$ cat config.mk
export PLATFORM = sky130hd
export DESIGN_NAME = iie_regfile
export DESIGN_NICKNAME = d
export VERILOG_FILES = /design/src/sv/iie_pkg.sv /design/src/sv/iie_regfile.sv
export SDC_FILE = /design/constraint.sdc
export NUM_CORES = 1
export LEC_CHECK = 0
export BUFFER_PORTS_ARGS = -buffer_cell sky130_fd_sc_hd__buf_2
export CORE_MARGIN = 8
export CORE_UTILIZATION = 61
export DETAILED_ROUTE_END_ITERATION = 7
export GPL_ROUTABILITY_DRIVEN = 0
export PLACE_DENSITY_LB_ADDON = 0.2
export SLEW_MARGIN = 15
export SYNTH_ARGS = -nofsm -noshare
export SYNTH_HDL_FRONTEND = slang
export SYNTH_SLANG_ARGS = --single-unit
$ cat constraint.sdc
create_clock -name clk -period 2 [get_ports clk]
set_input_delay 0.5 -clock clk [delete_from_list [all_inputs] [get_ports clk]]
set_output_delay 0.5 -clock clk [all_outputs]
set_load 0.01 [all_outputs]
$ cat src/sv/iie_pkg.sv
// Shared types and constants for the integer instruction execute block.
package iie_pkg;

	localparam int MEM_WORDS = 1024;
	localparam int MEM_AW = $clog2(MEM_WORDS);
	localparam int REG_COUNT = 32;
	localparam int REG_AW = $clog2(REG_COUNT);
	localparam int LUI_SHIFT = 12;

	typedef enum logic [3:0] {
		OP_ADD  = 4'd0,
		OP_ADDI = 4'd1,
		OP_SUB  = 4'd2,
		OP_LUI  = 4'd3,
		OP_AND  = 4'd4,
		OP_OR   = 4'd5,
		OP_XOR  = 4'd6,
		OP_ANDI = 4'd7,
		OP_ORI  = 4'd8,
		OP_XORI = 4'd9,
		OP_SRLI = 4'd10,
		OP_SLLI = 4'd11,
		OP_SRL  = 4'd12,
		OP_SLL  = 4'd13,
		OP_SW   = 4'd14,
		OP_LW   = 4'd15
	} kind_t;

	typedef struct packed {
		logic              reg_we;
		logic [31:0]       value;
		logic              is_load;
		logic              mem_we;
		logic [MEM_AW-1:0] mem_idx;
		logic [9:0]        mem_address;
		logic              fault;
	} ex_t;

endpackage

$ cat src/sv/iie_regfile.sv
// Register file: 32 words, two registered read ports, one write port, valid bits for reset.
module iie_regfile (
	input  logic                      clk,
	input  logic                      arst_n,
	input  logic                      rd_en,
	input  logic [iie_pkg::REG_AW-1:0] ra1,
	input  logic [iie_pkg::REG_AW-1:0] ra2,
	output logic [31:0]               rdata1,
	output logic [31:0]               rdata2,
	input  logic                      we,
	input  logic [iie_pkg::REG_AW-1:0] wa,
	input  logic [31:0]               wd
);
	import iie_pkg::*;

	logic [31:0]          mem [REG_COUNT];
	logic [REG_COUNT-1:0] valid_q;
	logic [31:0]          d1_q;
	logic [31:0]          d2_q;
	logic                 v1_q;
	logic                 v2_q;

	// An entry that was never written since reset reads as zero.
	always_ff @(posedge clk or negedge arst_n) begin
		if (!arst_n) begin
			valid_q <= '0;
			v1_q    <= 1'b0;
			v2_q    <= 1'b0;
		end else begin
			if (we) begin
				valid_q[wa] <= 1'b1;
			end
			if (rd_en) begin
				v1_q <= valid_q[ra1];
				v2_q <= valid_q[ra2];
			end
		end
	end

	always_ff @(posedge clk) begin
		if (we) begin
			mem[wa] <= wd;
		end
		if (rd_en) begin
			d1_q <= mem[ra1];
			d2_q <= mem[ra2];
		end
	end

	assign rdata1 = v1_q ? d1_q : '0;
	assign rdata2 = v2_q ? d2_q : '0;

endmodule

# After elaboration in Yosys (flattened, before gate mapping)

Memories as Yosys holds them, arrays and structs flattened. A register that Yosys moved wholly into a read port is not among the register bits.
Index checks and enable logic that the tools add are counted.
Widths: inputs -> output; s select.

$lt $le $gt $ge: 4
Muxes and demuxes: 10
Bitwise operators: 1
Reduce and logical (&&, ||, !) cells: 1

Operator list:

| operator           | count |
|---|---|
| $mux 32            | 2 |
| $or 32x32->32      | 1 |
| $lt 5x6->1 const B | 3 |
| $bmux 1 s5         | 2 |
| $demux 1 s5        | 1 |
| $ge 5x1->1 const B | 1 |
| $mux 1             | 5 |
| $logic_and 1x1->1  | 1 |

Bits in registers: 34
Bits in writable memories: 1024
Bits of input ports: 51
Word-level logic and storage cells: 20
Memories: 1

Memory list:

| name | words | bits a word | rd ports | clocked after Yosys merged registers in | write ports | line              | text |
|---|---|---|---|---|---|---|---|
| mem  | 32    | 32          | 2        | 2                                       | 1           | iie_regfile.sv:16 | `logic [31:0] mem [REG_COUNT];` |

# Logic depth before layout (Yosys ltp)

Gate-level depths: netlist of run 1.

Depth after elaboration: 5
Mapped depth: 9
Mapped depth without buffers: 5

# Worst setup path before layout of run 1

OpenSTA, ideal clock, no wires.

Path kind: input-to-reg
From: input port wa[0] (netlist name)
To: memory mem[12][0] (enable)
Setup time: 422 ps
Arrival time: 2531 ps
Required time: 1578 ps
Setup slack: -953 ps
Cell stages on the path: 3
Buffers on the path: 1
Cell sequence: or3b_2 > clkbuf_1 > nor2_1

RTL lines:

| element         | line              | text |
|---|---|---|
| start, declared | iie_regfile.sv:11 | `input logic [iie_pkg::REG_AW-1:0] wa,` |
| end, declared   | iie_regfile.sv:16 |  |

No word-level cell before the write port.

# Final worst setup path of run 1

From: register v1_q
To: output port rdata1[21]

Word-level cells in the longest chain between the ends: 1

Ends and longest elaborated chain:

| element                | line              | text |
|---|---|---|
| start, declared        | iie_regfile.sv:20 | `logic v1_q;` |
| start signal, assigned | iie_regfile.sv:34 | `v1_q <= valid_q[ra1];` |
| $mux 32                | iie_regfile.sv:50 | `assign rdata1 = v1_q ? d1_q : '0;` |
| end, declared          | iie_regfile.sv:8  | `output logic [31:0] rdata1,` |

No other way between the ends.

==> impl_metrics.csv, run 1 <==
group,metric,value,unit
timing,rsz0062_at_grt,"yes",
yosys,synthTopCellsByArea,"edfxtp_1 64%, mux4_2 28%, dfrtp_1 1.7%",
yosys,ys_warn_count,0,
finish,fill_cells,4492,
yosys,syn_area_per_cell,23.0,um2
critical_path,cp_max_fo,20,
run_status,outcome,"complete, but fails checks",
global_route,grt_pass1_wl,206000,um
floorplan,die_width,305,um
floorplan,die_height,305,um
global_route,first_global_vias,29131,
timing,max_freq,0.465,GHz
yosys,netlist_area,50900,um2
place,dp_hpwl,85700,um
route,dr.first_iter.drc_count,3684,
route,wl_per_cell,38.6,um
route,vias,27700,
timing,final.min_clock_period,2.15,ns
run_status,violations,"setup timing",
pwr,ir_drop,0.000907,V
route,ant_nets,0,
finish,final_cell_area,60200,um2
critical_path,cp.required,1.50,ns
floorplan,core,83200,um2
timing,fin_crit_sh,107,%
finish,nets,2601,
critical_path,max_stage_delay,0.44,ns
timing,relSlewSlack,50.2,%
timing,skew,0.0141,ns
route,dr.pass1.iters,5,
global_route,grt_antenna_before_repair,14,
floorplan,ios,115,
clock_tree,cts.clk_slew.worst_paths,0.06,ns
critical_path,crit_type,"register to output pin",
timing,setup_slack,-0.149,ns
yosys,syn-num-nets,2263,
yosys,yosys.area.top_type,"edfxtp_1",
critical_path,cp_data_arrival_time,1.65,ns
global_route,grt.overflow.total,0,
critical_path,worstSetupEndpointType,"output pin",
yosys,ys_seq_area_share,65.9,%
clock_tree,cts_tree,"built",
clock_tree,numCtsBuffers,112,
route,totalWireLength,144000,um
global_route,grt_max_degree,35,
flow_run,max-cap-violations,0,
place,place_inst,3511,
floorplan,start_util,61.2,%
place,io_buffers,114,
yosys,syn_inst,2212,
hold_path,hp-class,"input port to register",
yosys,synth.top_cell.area_share,64.2,%
finish,final_cells,3728,
pwr,finalPower,0.0536,W
pwr,p_leak,19.6,nW
finish,syn_to_final_growth,18.4,%
finish,layout-drive-gt1-share,51.3,%
yosys,yosys.cell_types.count,28,
timing,tightest_slew,0.747,ns
timing,setup_viol,67,
pwr,p_per_area,890,nW/um2
floorplan,dieArea,92900,um2
clock_tree,worstSkewPairLatency,0.68,ns
route,vias_per_cell,7.43,
critical_path,cp_slowest_cell,"dfrtp_1",
critical_path,start_kind,"register",
clock_tree,cts_htree_levels,3,
clock_tree,cts_root_buffer,"clkbuf_16",
yosys,ys_ff_latch,1122,
clock_tree,cts_max_path_buffers,3,
critical_path,path_cells,"buf_12 > and2_1 > buf_2",
route,drcViolationCount,0,
timing,hold_violations,0,
global_route,grt_usage,31.1,%
floorplan,rows,106,
place,dpl_cell_area,55900,um2
clock_tree,clock-sinks,1122,
timing,drv_slew,0,
## flip-flops by register name, indices dropped and copies added, names as in the netlist
| signal | count |
|---|---|
| d1_q | 32 |
| d2_q | 32 |
| mem | 1024 |
| v1_q | 1 |
| v2_q | 1 |
| valid_q | 32 |
## synth_stat cells
cell type / number
nand3b_1: 5
a22o_1: 2
mux2_2: 64
nand2_1: 9
nand4_1: 2
dfrtp_1: 34
nor2b_1: 4
edfxtp_1: 1088
buf_2: 48
mux4_2: 640
a21oi_1: 7
mux2i_1: 32
nand2b_1: 4
nand3_1: 4
or2_2: 32
buf_6: 16
a31oi_1: 3
or3_1: 1
and2_1: 65
a211oi_1: 1
or3b_2: 3
clkbuf_1: 80
a22oi_1: 4
and3_1: 4
a311oi_1: 1
a41oi_1: 2
buf_1: 20
nor2_1: 37
## worst max-delay path, delay by kind of cell, from the launching register on
family,cells,cell delay [ns]
flip-flops,1,0.44
buffers and inverters,2,0.35
AND/OR/NAND/NOR,1,0.16
## layer usage
layer  part of all wire (%)  global-route usage, %
met1                     34                   40.8
met2                     48                   48.3
met4                    4.8                   13.4
met5                  0.057                      0
met3                     14                   10.3
## final cells by class
class | instances | area [um2] | area share [%]
diodes | 5 | 12.5 | 0.0208
flip-flops and latches | 1122 | 33500 | 55.7
multi-input cells | 926 | 16900 | 28.1
repair buffers | 388 | 4650 | 7.72
well taps | 1080 | 1350 | 2.24
clock inverters | 63 | 711 | 1.18
clock buffers | 144 | 3040 | 5.05
## worst paths after layout
kind                        startpoint     endpoint  slack (ns)  depth (start not counted)
setup / recovery                  v1_q   rdata1[21]       -0.15                          3
hold / removal                   rd_en     d1_q[23]        0.28                          1
setup reg to reg            mem[26][0]      d2_q[0]       -0.02                          3
hold reg to reg            valid_q[16]  valid_q[16]        0.51                          1
max in group asynchronous       arst_n         v2_q        0.90                          2
min in group asynchronous       arst_n  valid_q[18]        0.58                          2
## placed cells by master (no fill, tap or decap), types with 16 or more instances in the layout
| cell type | count |
|---|---|
| edfxtp_1 | 1088 |
| mux4_2 | 640 |
| buf_4 | 140 |
| buf_12 | 123 |
| clkbuf_16 | 119 |
| buf_2 | 69 |
| mux2_2 | 54 |
| buf_6 | 42 |
| and2_4 | 36 |
| dfrtp_1 | 33 |
| nor2_4 | 32 |
| or2_2 | 32 |
| mux2i_1 | 32 |
| and2_1 | 29 |
| clkbuf_1 | 26 |
| clkinv_2 | 22 |
| clkinv_1 | 19 |
| bufinv_16 | 16 |
## report_power, final
group | switching (W) | internal, W | total, W
combinational | 0.00247 | 0.00275 | 0.00522
clock | 0.00885 | 0.0127 | 0.0216
sequential | 0.000388 | 0.0264 | 0.0268
## through the flow
stage          setup WS [ns]  utilization (%)  hold WS (ns)  setup TNS (ns)
2_1_floorplan         -0.354                -         0.204         -205.48
3_3_place_gp          -0.687             67.2         0.478          -44.66
3_5_place_dp          -0.722             67.2         0.480          -49.37
4_1_cts               -0.140             72.0         0.268           -7.02
5_1_grt               -0.159             72.4         0.268           -8.39
6_report              -0.149             72.4         0.280           -7.34
## timing repair
action | 4_1_cts | 5_1_grt
setup endpoints to repair | 68 | 75
hold endpoints to repair | 34 | 0
pin swaps | 0 | 1
gates cloned | 1 | 2
setup buffers | 1 | 0
resized for setup | 46 | 59
hold buffers | 1 | 0
## logic make-up (layout without fill, tap and decap cells)
| family | after synthesis | after routing | share of synthesized area, % |
|---|---|---|---|
| other | 0 | 5 | 0 |
| muxes | 736 | 736 | 30.4 |
| and+or+nand+nor | 170 | 170 | 1.88 |
| AOI/OAI and AO/OA | 20 | 20 | 0.266 |
| buffers and inverters | 164 | 595 | 1.56 |
| DFF | 1122 | 1122 | 65.9 |
Note: power is estimated with default switching activity, not from simulation.
==> run 2: changes to the inputs <==
- CTS_CLUSTER_DIAMETER: default -> 200
- REMOVE_ABC_BUFFERS: default -> 1
==> run 2 against run 1 <==
  * The flow still finishes with violations (setup timing)
  * Worst hold slack better by 0.0063 ns
  * Register-to-register slack better by 0.03 ns
  * Via count up 0.13%
  * Critical path depth stayed put
  * Maximum frequency fell by 0.34%
  * Total power up 0.45%
  * Utilization rose by 0.52 points
  * Clock skew increased by 0.0086 ns
  * Die area unchanged
  * Cell area grew 0.71%
  * Sequential power about the same
  * Largest cell class unchanged
  * Largest power group unchanged
==> impl_metrics.csv, run 2 (synthesis results as in run 1) <==
group,metric,value,unit
finish,nets,2631,
pwr,switchingPower,0.0118,W
clock_tree,cts_max_path_buffers,3,
timing,setup_slack,-0.156,ns
critical_path,r2r_slack,0.01,ns
finish,seqCellArea,33500,um2
route,totalWireLength,143000,um
timing,hold_violations,0,
finish,final_cell_area,60600,um2
floorplan,dieArea,92900,um2
place,dpl_cell_area,56400,um2
finish,multiInputGateArea,16900,um2
flow_run,max-cap-violations,0,
critical_path,cp_max_fo,23,
route,ant_nets,0,
global_route,grt_usage,31.0,%
pwr,intPower,0.0420,W
pwr,swShare,21.9,%
critical_path,cp_num_buf_inv,2,
timing,relSlewSlack,47.5,%
finish,fill_cells,4602,
route,vias_per_cell,7.37,
pwr,clockPowerShare,40.7,%
global_route,use_met3,6.72,%
timing,rsz0062_at_grt,"yes",
route,dr.pass1.iters,7,
pwr,finalPower,0.0538,W
pwr,pwr-share-comb,9.7,%
clock_tree,worstSkewPairLatency,0.67,ns
place,place_ws,-0.652,ns
route,wl_per_cell,38.1,um
critical_path,path_cells,"buf_12 > and2_4 > buf_6",
floorplan,die_width,305,um
pwr,p_leak,19.8,nW
timing,holdWs,0.287,ns
critical_path,cp_data_arrival_time,1.66,ns
pwr,ir_drop,0.000805,V
timing,tightest_slew,0.787,ns
place,io_buffers,114,
critical_path,cp.required,1.50,ns
global_route,first_global_vias,28918,
finish,syn_to_final_growth,19.2,%
pwr,p_seq_share,49.6,%
critical_path,cp_slowest_cell,"dfrtp_2",
timing,max_freq,0.464,GHz
route,vias,27736,
timing,fin_crit_sh,108,%
global_route,grt.overflow.total,0,
clock_tree,cts_root_buffer,"clkbuf_16",
floorplan,core,83200,um2
critical_path,worstSetupEndpointType,"output pin",
clock_tree,cts_htree_levels,3,
finish,largest_register,"mem",
pwr,p_per_area,887,nW/um2
clock_tree,cts.clk_slew.worst_paths,0.06,ns
finish,layout_commonest_cell,"edfxtp_1",
route,drcViolationCount,0,
floorplan,start_util,61.2,%
global_route,grt_use_met1,43.8,%
global_route,grt-busiest-layer,"met2",
critical_path,crit_type,"register to output pin",
global_route,grt_max_degree,39,
timing,final.min_clock_period,2.16,ns
run_status,outcome,"complete, but fails checks",
finish,largest_reg_flops,1024,
clock_tree,numCtsBuffers,111,
critical_path,critical_path.top_delay_family,"flip-flops",
finish,layout-drive-gt1-share,52.4,%
route,dr.first_iter.drc_count,3752,
critical_path,max_stage_delay,0.39,ns
global_route,grt_pass1_wl,206000,um
run_status,violations,"setup timing",
timing,skew,0.0227,ns
hold_path,worstHoldEndpoint,"d1_q[11]",
hold_path,hp-class,"input port to register",
place,dp_hpwl,88500,um
critical_path,r2r-end,"d1_q[16]",
critical_path,start_kind,"register",
floorplan,ios,115,
critical_path,reg2reg_from,"mem[31][16]",
floorplan,rows,106,
global_route,use_met2,48.3,%
clock_tree,clock-sinks,1122,
hold_path,hold_depth,1,
timing,drv_slew,0,
critical_path,reg2regPathDepth,3,
hold_path,hold_start,"rd_en",
finish,final_cell_mix,"1088 x edfxtp_1, 640 x mux4_2, 154 x buf_4, 148 x buf_12, 116 x clkbuf_16",
floorplan,die_height,305,um
clock_tree,cts_tree,"built",
global_route,grt_antenna_before_repair,9,
timing,setup_viol,64,
==> run 2: routing by layer <==
layer | up-vias | wire [um]
met3 | 370 | 17300
li1 | 10565 | -
met5 | - | 46
met4 | 6 | 6210
met2 | 2019 | 68200
met1 | 14776 | 51500
==> run 2: layout make-up <==
class | count | area share [%]
clock buffers | 136 | 4.96
flip-flops and latches | 1122 | 55.3
multi-input cells | 926 | 27.8
diodes | 7 | 0.0289
repair buffers | 419 | 8.26
clock inverters | 72 | 1.40
well taps | 1080 | 2.23
==> run 2: metrics by stage <==
step	cells	util, %	TNS [ns]
3_5_place_dp	3544	67.8	-76.54
6_report	3762	72.9	-6.46
2_1_floorplan	2048	-	-756.09
5_1_grt	3756	72.9	-8.09
4_1_cts	3754	72.7	-8.54
3_3_place_gp	3544	67.8	-64.94
==> run 2: worst max path at each step <==
stage	start	end	slack, ns	depth (start not counted)
after floorplan	wa[0]	mem[12][0]	-0.88	2
after global placement	ra1[0]	d1_q[20]	-0.64	6
after detailed placement	ra2[0]	d2_q[16]	-0.65	6
after CTS	v1_q	rdata1[6]	-0.19	4
after global routing	v1_q	rdata1[11]	-0.17	3
final	v1_q	rdata1[31]	-0.16	3
==> run 2: worst reg2reg max path, stage by stage (launching register included) <==
cell and delay, ns:
edfxtp_1 0.43, mux4_2 0.51, mux4_2 0.51, mux2_2 0.30
==> run 2: what timing repair did <==
item / CTS / global route
gates cloned: 0 / 1
endpoints found under the setup margin: 64 / 68
gates resized for setup: 35 / 38
hold endpoints to repair: 34 / 0
hold buffers: 1 / 0
buffers inserted: 1 / 0
==> run 2: power by group through the flow <==
stage	logic, W	registers, W	clock network, W
floorplan	0.00234	0.0270	0
global placement	0.00487	0.0271	0
detailed placement	0.00498	0.0272	0
CTS	0.00511	0.0267	0.0221
global route	0.00546	0.0267	0.0229
finish	0.00521	0.0267	0.0219
